===== src/rtl/trzr_pkg.sv =====
// shared constants and payload types of the triangle z-buffer rasterizer
// no dependencies; every other file imports this package

package trzr_pkg;

   localparam int MAX_WIDTH  = 256;
   localparam int MAX_HEIGHT = 256;
   localparam int XW         = $clog2(MAX_WIDTH);
   localparam int YW         = $clog2(MAX_HEIGHT);
   localparam int AW         = XW + YW;

   localparam int CFG_W = 9;
   localparam int DW    = 24;   // depth, unsigned 16.8
   localparam int CW    = 32;   // packed color
   localparam int NWR   = 17;   // pixels written count
   localparam int EW    = 36;   // edge function value, signed
   localparam int MW    = 35;   // edge magnitude
   localparam int NW    = 62;   // depth numerator
   localparam int QW    = 25;   // quotient bits

   localparam logic [DW-1:0] FAR_DEPTH = 24'd2560000;
   localparam logic [CW-1:0] BG_COLOR  = 32'hff949494;

   localparam logic CSR_FRAME_WIDTH  = 1'b0;
   localparam logic CSR_FRAME_HEIGHT = 1'b1;

   typedef enum logic [1:0] {
      CMD_CLEAR = 2'd0,
      CMD_DRAW  = 2'd1,
      CMD_READ  = 2'd2
   } cmd_type;

   typedef struct packed {
      logic [1:0]         command;
      logic signed [15:0] ax;
      logic signed [15:0] ay;
      logic [DW-1:0]      az;
      logic signed [15:0] bx;
      logic signed [15:0] by;
      logic [DW-1:0]      bz;
      logic signed [15:0] cx;
      logic signed [15:0] cy;
      logic [DW-1:0]      cz;
      logic [CW-1:0]      fill_color;
   } req_type;

   typedef struct packed {
      logic [CW-1:0]  pixel_color;
      logic [DW-1:0]  pixel_depth;
      logic [NWR-1:0] pixels_written;
      logic           skipped;
   } rsp_type;

endpackage


===== src/rtl/trzr_div.sv =====
// iterative restoring divider, one quotient bit per cycle
// depends on trzr_pkg; quotient must fit in QW bits

module trzr_div (
   input  logic                    clock,
   input  logic                    reset,
   input  logic                    start,
   input  logic [trzr_pkg::NW-1:0] num,
   input  logic [trzr_pkg::MW-1:0] den,
   output logic                    done,
   output logic [trzr_pkg::QW-1:0] quot
);
   import trzr_pkg::*;

   localparam int RW = MW + 1;

   logic [RW-1:0]      rem_ff, rem_in;
   logic [QW-1:0]      lo_ff, lo_in;
   logic [QW-1:0]      q_ff, q_in;
   logic [MW-1:0]      den_ff, den_in;
   logic [$clog2(QW)-1:0] cnt_ff, cnt_in;
   logic               busy_ff, busy_in;
   logic               done_ff, done_in;
   logic [RW:0]        trial;
   logic               ge;

   assign trial = {rem_ff, lo_ff[QW-1]};
   assign ge    = trial >= {2'b00, den_ff};

   always_comb begin
      rem_in  = rem_ff;
      lo_in   = lo_ff;
      q_in    = q_ff;
      den_in  = den_ff;
      cnt_in  = cnt_ff;
      busy_in = busy_ff;
      done_in = 1'b0;
      if (start) begin
         // upper part is below the divisor since the quotient fits
         rem_in  = num[QW +: RW];
         lo_in   = num[QW-1:0];
         den_in  = den;
         cnt_in  = '0;
         busy_in = 1'b1;
      end else if (busy_ff) begin
         rem_in = ge ? RW'(trial - {2'b00, den_ff}) : trial[RW-1:0];
         lo_in  = {lo_ff[QW-2:0], 1'b0};
         q_in   = {q_ff[QW-2:0], ge};
         cnt_in = cnt_ff + 1'b1;
         if (cnt_ff == ($clog2(QW))'(QW - 1)) begin
            busy_in = 1'b0;
            done_in = 1'b1;
         end
      end
   end

   always_ff @(posedge clock) begin
      if (reset) begin
         busy_ff <= 1'b0;
         done_ff <= 1'b0;
         cnt_ff  <= '0;
      end else begin
         busy_ff <= busy_in;
         done_ff <= done_in;
         cnt_ff  <= cnt_in;
      end
      rem_ff <= rem_in;
      lo_ff  <= lo_in;
      q_ff   <= q_in;
      den_ff <= den_in;
   end

   assign done = done_ff;
   assign quot = q_ff;

endmodule

===== config.mk =====
export PLATFORM = sky130hd
export DESIGN_NAME = trzr_div
export DESIGN_NICKNAME = d
export VERILOG_FILES = /design/src/rtl/trzr_pkg.sv /design/src/rtl/trzr_div.sv
export SDC_FILE = /design/constraint.sdc
export NUM_CORES = 1
export LEC_CHECK = 0
export BUFFER_PORTS_ARGS = -buffer_cell sky130_fd_sc_hd__buf_2
export CORE_MARGIN = 2
export CORE_UTILIZATION = 55
export CTS_BUF_LIST = sky130_fd_sc_hd__clkbuf_8
export DETAILED_ROUTE_END_ITERATION = 12
export PLACE_DENSITY = 0.9
export SKIP_CTS_REPAIR_TIMING = 1
export SYNTH_ARGS = -nofsm -noshare
export SYNTH_HDL_FRONTEND = slang
export SYNTH_SLANG_ARGS = --single-unit

===== constraint.sdc =====
create_clock -name clock -period 3.2 [get_ports clock]
set_input_delay 0.32 -clock clock [delete_from_list [all_inputs] [get_ports clock]]
set_output_delay 0.32 -clock clock [all_outputs]
set_load 0.05 [all_outputs]

==> flow_summary.json, run 1 <==
{
  "run_status": "completed",
  "drt_iter0_markers": 537,
  "synthToLayoutAreaGrowth_pct": 17.77,
  "vias_per_cell": 5.686,
  "syn_area_per_cell_sq_um": 10.97,
  "critical_path_depth": 9,
  "combPwrFrac_pct": 38.4,
  "end_kind": "register",
  "die_y_um": 118.9,
  "rsz0062_at_grt": "false",
  "layout_commonest_cell": "buf_2",
  "coreArea_sq_mm": 0.01277,
  "num_vias": 5584,
  "path_cells": "ha_1, nand3_2, or3_4, or4_4, o32ai_4, nor2_4, buf_4, or3b_1, a2bb2oi_2",
  "pre_cts_ws_ps": 197.6,
  "synth_seq_cells": 128,
  "cp_slowest_cell": "or4_4",
  "setup_violations": 0,
  "grt_pass1_vias": 5496,
  "synth_warnings": 0,
  "die_x_um": 118.9,
  "root_buffer": "clkbuf_8",
  "synthDistinctLibCells": 73,
  "pwr_density_cell_mw_per_mm2": 681.1,
  "min_period_ps": 3030,
  "netlist.area_leader.share_pct": 50.05,
  "drtPass1Iterations": 5,
  "synth_cells": 662,
  "r2r-end": "rem_ff[26]",
  "clkSinkCount": 128,
  "clock_path_buffers": 2,
  "io_pins": 126,
  "switching_power_mw": 2.041,
  "place.gp.congestion": 0.9290,
  "r2r_start": "rem_ff[32]",
  "crit_family": "simple AND/OR/NAND/NOR gates",
  "antenna_found_initial": 0,
  "cp.required_ps": 3510,
  "initial_core_util_pct": 56.83,
  "p_seq_share_pct": 38.0,
  "syn_nets": 800,
  "htree_levels": 4,
  "dpl.hpwl_mm": 11.46,
  "clock.fmax_mhz": 330.0,
  "period_share_pct": 94.70,
  "critPathKind": "register to register",
  "yosysTopAreaCell": "edfxtp_1",
  "maxCapViolations": 0,
  "hold-path-endpoint": "den_ff[26]",
  "yosysSeqAreaShare_pct": 51.98,
  "switching_share_pct": 35.05,
  "setup_tns_ps": 0,
  "peakVddDrop_v": 0.0004690,
  "post-route-drc-count": 0,
  "fp-row-count": 41,
  "finalHoldViolations": 0,
  "min_path_type": "input pin to register",
  "portBuffers": 124,
  "intPower_mw": 3.782,
  "reg2reg_depth": 9,
  "grt_pass1_wl_mm": 26.20,
  "p_leak_nw": 3.567,
  "synth_edf_count": 121,
  "setup_slack_ps": 169.7,
  "drive_above_1_share_pct": 27.28,
  "drv_slew": 0,
  "drt_wl_total_mm": 16.14,
  "cp_num_buf_inv": 1,
  "synth_area_leaders": "edfxtp_1 50%, ha_1 6.4%, mux2_2 3.9%",
  "grt_overflow": 0,
  "cts_tree": "yes",
  "max_stage_delay_ps": 500,
  "synth_ff_type": "edfxtp_1",
  "skew_ps": 8.884,
  "clk_latency_ps": 450,
  "wire_per_inst_um": 16.44,
  "cts_buffers": 17,
  "place_area_sq_mm": 0.008128,
  "cp-start-kind": "register",
  "slew_headroom_pct": 58.70,
  "mostFrequentLayoutCells": "123 x buf_2, 121 x edfxtp_1, 72 x nand2_1",
  "min_path_cells": 1,
  "power_frac_clock_pct": 23.6,
  "hold_start": "den[26]",
  "critPathArrivalTime_ps": 3340,
  "async_flop_share_pct": 0,
  "holdWs_ps": 44.67,
  "synth_area_sq_mm": 0.007259,
  "die_area_sq_mm": 0.01413,
  "cp_max_fo": 8,
  "reg2reg_slack_ps": 170,
  "diodes": 0,
  "design_area_sq_mm": 0.008549,
  "grt_max_degree": 62,
  "path_clk_slew_ps": 70,
  "tightest_slew_ps": 619.6,
  "final_antenna_net_count": 0,
  "final_nets": 935,
  "grt_usage_pct": 23.66
}
-- kinds of logic after synthesis --
kind of cell               share of synthesized area, %
and+or+nand+nor                                   12.70
AOI/OAI and AO/OA                                 16.29
DFF                                               51.98
buffers and inverters                             4.705
adders and majority gates                         6.653
xor gates and xnor gates                          3.378
muxes                                             4.292
-- worst max-delay path by stage --
stage / startpoint / end
floorplan: rem_ff[31] / rem_ff[0]
global placement: rem_ff[27] / rem_ff[31]
detailed placement: rem_ff[1] / rem_ff[35]
CTS: rem_ff[1] / rem_ff[35]
global route: lo_ff[24] / rem_ff[34]
finish: rem_ff[32] / rem_ff[26]
-- cell usage after synthesis, types with 13 or more instances --
master    count
a21o_1       16
a21oi_1      43
a31oi_1      24
clkbuf_1     15
edfxtp_1    121
ha_1         37
inv_1        52
mux2_2       25
nand2_1      73
nand3_1      13
nor2_1       48
o21ai_0      28
xnor2_1      15
xor2_1       13
-- final cells by class --
type                    instances  area (sq um)
clock inverters                15         153.9
inverters                      53         201.4
repair buffers                144         800.8
fillers                       986          4224
multi-input cells             453          3171
clock buffers                  17         234.0
well taps                     172         215.2
flip-flops and latches        128          3774
-- sequential cells by signal, indices dropped and copies added, names as in the netlist --
signal   count
done         1
den_ff      35
cnt_ff       5
quot        25
lo_ff       25
busy_ff      1
rem_ff      36
-- routing by layer --
metal	vias to the layer above	GRT usage [%]	wire [um]
li1	2719	-	-
met1	2641	30.22	6872
met2	203	39.12	8010
met3	21	5.747	1008
met4	0	8.854	250
met5	-	0	0
-- per-stage QoR --
stage               utilization (%)  std cells  total power [mW]
finish                        66.93        982             5.823
global route                  66.93        982             6.174
CTS                           66.67        981             5.802
detailed placement            63.63        949             4.399
global placement              63.63        949             4.345
floorplan                         -        662             3.871
-- power groups by stage --
stage / combinational, mW / clock [mW] / sequential (mW)
after floorplan: 1.62 / 0 / 2.25
after global placement: 2.11 / 0 / 2.24
after detailed placement: 2.15 / 0 / 2.25
after CTS: 2.18 / 1.41 / 2.21
after global routing: 2.46 / 1.48 / 2.24
final: 2.24 / 1.37 / 2.21
No activity file was read; power rests on OpenSTA's default activity.
==> run 2, diff against run 1 <==
==> constraint.sdc (replaced) <==
create_clock -name clock -period 3.2 [get_ports clock]
set_input_delay 0.64 -clock clock [delete_from_list [all_inputs] [get_ports clock]]
set_output_delay 0.64 -clock clock [all_outputs]
set_load 0.05 [all_outputs]
==> run 2 against run 1 <==
Sequential share of layout area grew 0.065 points. Global-route usage decreased by 0.50 points. Power is 2.8% lower. Die area did not move. Sequential power is essentially flat. First-iteration DRC count shrank 17%. Critical path depth unchanged. Non-clock buffer count is 4 higher. Register-to-register slack better by 20 ps. Largest power group unchanged. Critical endpoint unchanged. Worst hold slack better by 320 ps. Combinational power about the same. Utilization is 0.098 points lower.
==> flow_summary.json, run 2 (synthesis results as in run 1) <==
{
  "drtPass1Iterations": 5,
  "coreArea_sq_mm": 0.01277,
  "finalHoldViolations": 0,
  "fill_cells": 957,
  "antenna_found_initial": 0,
  "grt_pass1_vias": 5551,
  "setup_tns_ps": 0,
  "vias_per_cell": 5.681,
  "drt_iter0_markers": 446,
  "die_area_sq_mm": 0.01413,
  "drive_above_1_share_pct": 27.68,
  "regMostFlops": "rem_ff",
  "final_antenna_net_count": 0,
  "portBuffers": 124,
  "skew_ps": 11.78,
  "initial_core_util_pct": 56.83,
  "run_status": "completed",
  "end_kind": "register",
  "path_clk_slew_ps": 80,
  "mostFrequentLayoutCells": "123 x buf_2, 121 x edfxtp_1, 72 x nand2_1",
  "cp.required_ps": 3500,
  "root_buffer": "clkbuf_8",
  "dpl.hpwl_mm": 11.58,
  "final_util_pct": 66.83,
  "min_period_ps": 3007,
  "num_vias": 5596,
  "slew_headroom_pct": 62.40,
  "io_pins": 126,
  "cp_num_buf_inv": 1,
  "diodes": 0,
  "cts_buffers": 17,
  "max_stage_delay_ps": 500,
  "crit_family": "simple AND/OR/NAND/NOR gates",
  "tightest_slew_ps": 563.4,
  "clock_path_buffers": 2,
  "min_path_type": "input pin to register",
  "pwr_density_cell_mw_per_mm2": 663.3,
  "critPathArrivalTime_ps": 3310,
  "largest_reg_flops": 36,
  "p_leak_nw": 3.563,
  "layout_commonest_cell": "buf_2",
  "cp_max_fo": 11,
  "post-route-drc-count": 0,
  "grt_usage_pct": 23.15,
  "drv_slew": 0,
  "grt_max_degree": 93,
  "maxCapViolations": 0,
  "rsz0062_at_grt": "false",
  "peakVddDrop_v": 0.0003919,
  "clkSinkCount": 128,
  "grt_overflow": 0,
  "path_cells": "ha_1, nand3_2, or3_4, or4_4, o32ai_4, nor2_4, buf_4, or3b_1, a2bb2oi_2",
  "fp-row-count": 41,
  "wire_per_inst_um": 16.40,
  "top_regs": "rem_ff: 36 flops, den_ff: 35 flops",
  "period_share_pct": 93.98,
  "setup_violations": 0,
  "critPathKind": "register to register",
  "htree_levels": 4,
  "clk_latency_ps": 450,
  "clock.fmax_mhz": 332.5,
  "die_x_um": 118.9,
  "place.gp.congestion": 0.9275,
  "cp_slowest_cell": "or4_4",
  "grt_pass1_wl_mm": 25.98,
  "die_y_um": 118.9,
  "drt_wl_total_mm": 16.15,
  "cts_tree": "yes",
  "synthToLayoutAreaGrowth_pct": 17.60,
  "cp-start-kind": "register",
  "final_nets": 939
}
## run 2: cell types whose count changed in the layout (fill, tap and decap cells not counted), sizes merged
cell and delta:
buf +5, dlygate4sd3 -1, clkinv +2, clkinvlp +1
inv -2, bufinv -2
## run 2: path summary, 6_finish.rpt
check	slack, ps	end	startpoint	cells after the start
max reg2reg	190	rem_ff[26]	rem_ff[32]	9
max	190	rem_ff[26]	rem_ff[32]	9
min reg2reg	440	quot[11]	quot[10]	0
min	370	den_ff[29]	den[29]	1
## run 2: final cells by class
class	count	area, sq um	area share (%)
clock buffers	17	234.0	2.741
flip-flops and latches	128	3774	44.20
repair buffers	148	853.3	9.996
inverters	53	198.9	2.330
clock inverters	14	102.6	1.202
well taps	172	215.2	2.521
multi-input cells	453	3159	37.01
## run 2: metal layers
metal / vias up / GRT usage, % / routed length (um)
met2: 208 / 39.15 / 7967
met3: 25 / 5.795 / 997
met1: 2630 / 29.45 / 6922
met5: - / 0 / 0
met4: 0 / 6.920 / 265
li1: 2733 / - / -
## run 2: report_power, final
part,internal (mW),leakage [nW],switching [mW]
clock,0.590,0.173,0.632
combinational,0.931,2.15,1.30
sequential,2.11,1.24,0.105
## run 2: metrics by stage
step | setup slack [ps] | cells | instance area [sq um] | total power [mW] | hold WS (ps)
floorplan | 167.5 | 662 | 7259 | 3.871 | 479.4
global placement | 284.8 | 954 | 8190 | 4.352 | 425.9
detailed placement | 244.1 | 954 | 8190 | 4.412 | 427.5
finish | 192.6 | 985 | 8537 | 5.663 | 366.6
CTS | 223.3 | 985 | 8527 | 5.649 | 343.9
global route | 21.07 | 985 | 8537 | 6.009 | 334.5
==> run 3, diff against run 2 <==
CORE_ASPECT_RATIO = 0.8   (was default)
CORE_MARGIN = 5   (was 2)
==> run 3 against run 2 <==
Fmax down 3.4%. Design area up 0.97%. Die area up 10%. First-iteration DRC count up 33%. Largest power group unchanged.
==> flow_summary.json, run 3 (synthesis results as in run 1) <==
{
  "maxCapViolations": 0,
  "min_period_ps": 3115,
  "cts_buffers": 17,
  "grt_pass1_wl_mm": 27.79,
  "finalHoldViolations": 0,
  "htree_levels": 4,
  "die_area_sq_mm": 0.01561,
  "wire_per_inst_um": 17.74,
  "period_share_pct": 97.33,
  "clock_path_buffers": 2,
  "end_kind": "register",
  "setup_slack_ps": 85.48,
  "io_pins": 126,
  "synthToLayoutAreaGrowth_pct": 18.73,
  "critPathKind": "register to register",
  "root_buffer": "clkbuf_8",
  "skew_ps": 12.96,
  "setup_violations": 0,
  "grt_pass1_vias": 5758,
  "drt_wl_total_mm": 17.64,
  "pwr_density_cell_mw_per_mm2": 688.6,
  "die_y_um": 112.8,
  "drtPass1Iterations": 6,
  "grt_usage_pct": 21.86,
  "clk_latency_ps": 440,
  "peakVddDrop_v": 0.0003649,
  "antenna_found_initial": 1,
  "p_leak_nw": 3.592,
  "top_regs": "rem_ff: 36 flops, den_ff: 35 flops",
  "fp-row-count": 37,
  "cp-start-kind": "register",
  "grt_max_degree": 62,
  "coreArea_sq_mm": 0.01292,
  "num_vias": 5820,
  "post-route-drc-count": 0,
  "cp_max_fo": 6,
  "layout_commonest_cell": "buf_2",
  "die_x_um": 138.4,
  "place_inst": 959,
  "portBuffers": 124,
  "path_clk_slew_ps": 70,
  "reg2reg_slack_ps": 90,
  "initial_core_util_pct": 56.20,
  "vias_per_cell": 5.855,
  "tightest_slew_ps": 1197,
  "clkSinkCount": 128,
  "critPathArrivalTime_ps": 3290,
  "largest_reg_flops": 36,
  "pre_cts_ws_ps": 167.7,
  "final_cell_count_no_fill": 994,
  "run_status": "completed",
  "drv_slew": 0,
  "clock.fmax_mhz": 321.1,
  "dpl.hpwl_mm": 12.21,
  "final_nets": 943,
  "regMostFlops": "rem_ff",
  "final_util_pct": 66.73,
  "final_antenna_net_count": 0,
  "drt_iter0_markers": 592,
  "cts_tree": "yes",
  "grt_overflow": 0,
  "drive_above_1_share_pct": 28.48,
  "mostFrequentLayoutCells": "123 x buf_2, 121 x edfxtp_1, 72 x nand2_1",
  "place.gp.congestion": 0.9513,
  "cp.required_ps": 3380,
  "slew_headroom_pct": 20.13,
  "setup_tns_ps": 0,
  "min_path_type": "input pin to register"
}
## run 3: per-layer routing
layer	track usage, %	routed length (um)	vias to the layer above
li1	-	-	2740
met2	37.22	8477	298
met5	0	0	-
met4	5.925	405	0
met3	5.239	1571	45
met1	28.30	7180	2737
## run 3: per-stage QoR
step	power (mW)	hold WS, ps	area, sq um
final	5.936	368.6	8620
after global routing	6.261	346.0	8620
after CTS	5.845	349.4	8558
after detailed placement	4.427	426.5	8172
after global placement	4.357	422.4	8172
after floorplan	3.871	479.4	7259
## run 3: final cells by class
| cell class | count | area, sq um |
|---|---|---|
| multi-input cells | 453 | 3193 |
| clock buffers | 17 | 234.0 |
| fillers | 998 | 4297 |
| inverters | 53 | 198.9 |
| diodes | 1 | 2.502 |
| well taps | 175 | 219.0 |
| clock inverters | 15 | 152.6 |
| repair buffers | 152 | 845.8 |
| flip-flops and latches | 128 | 3774 |
## run 3: final timing paths
check            start    endpoint  cells past startpoint
min              reset     busy_ff                      2
max reg2reg  lo_ff[24]  rem_ff[28]                     12
max          lo_ff[24]  rem_ff[28]                     12
min reg2reg   quot[14]    quot[15]                      0
## run 3: worst max-delay path, stage by stage (launching register included)
cell and delay (ps):
edfxtp_1 360, inv_1 50, ha_1 220, inv_1 80
fa_1 210, a21oi_1 120, o211ai_2 270, nand4_4 170
a311oi_4 440, o2111ai_4 220, a21o_1 250, a2111oi_4 360
nor3_1 100
## run 3: report_power, final
| part | total, mW | internal, mW | switching [mW] |
|---|---|---|---|
| Clock | 1.40 | 0.750 | 0.645 |
| Combinational | 2.33 | 0.946 | 1.38 |
| Sequential | 2.21 | 2.11 | 0.106 |
| Total | 5.94 | 3.80 | 2.13 |
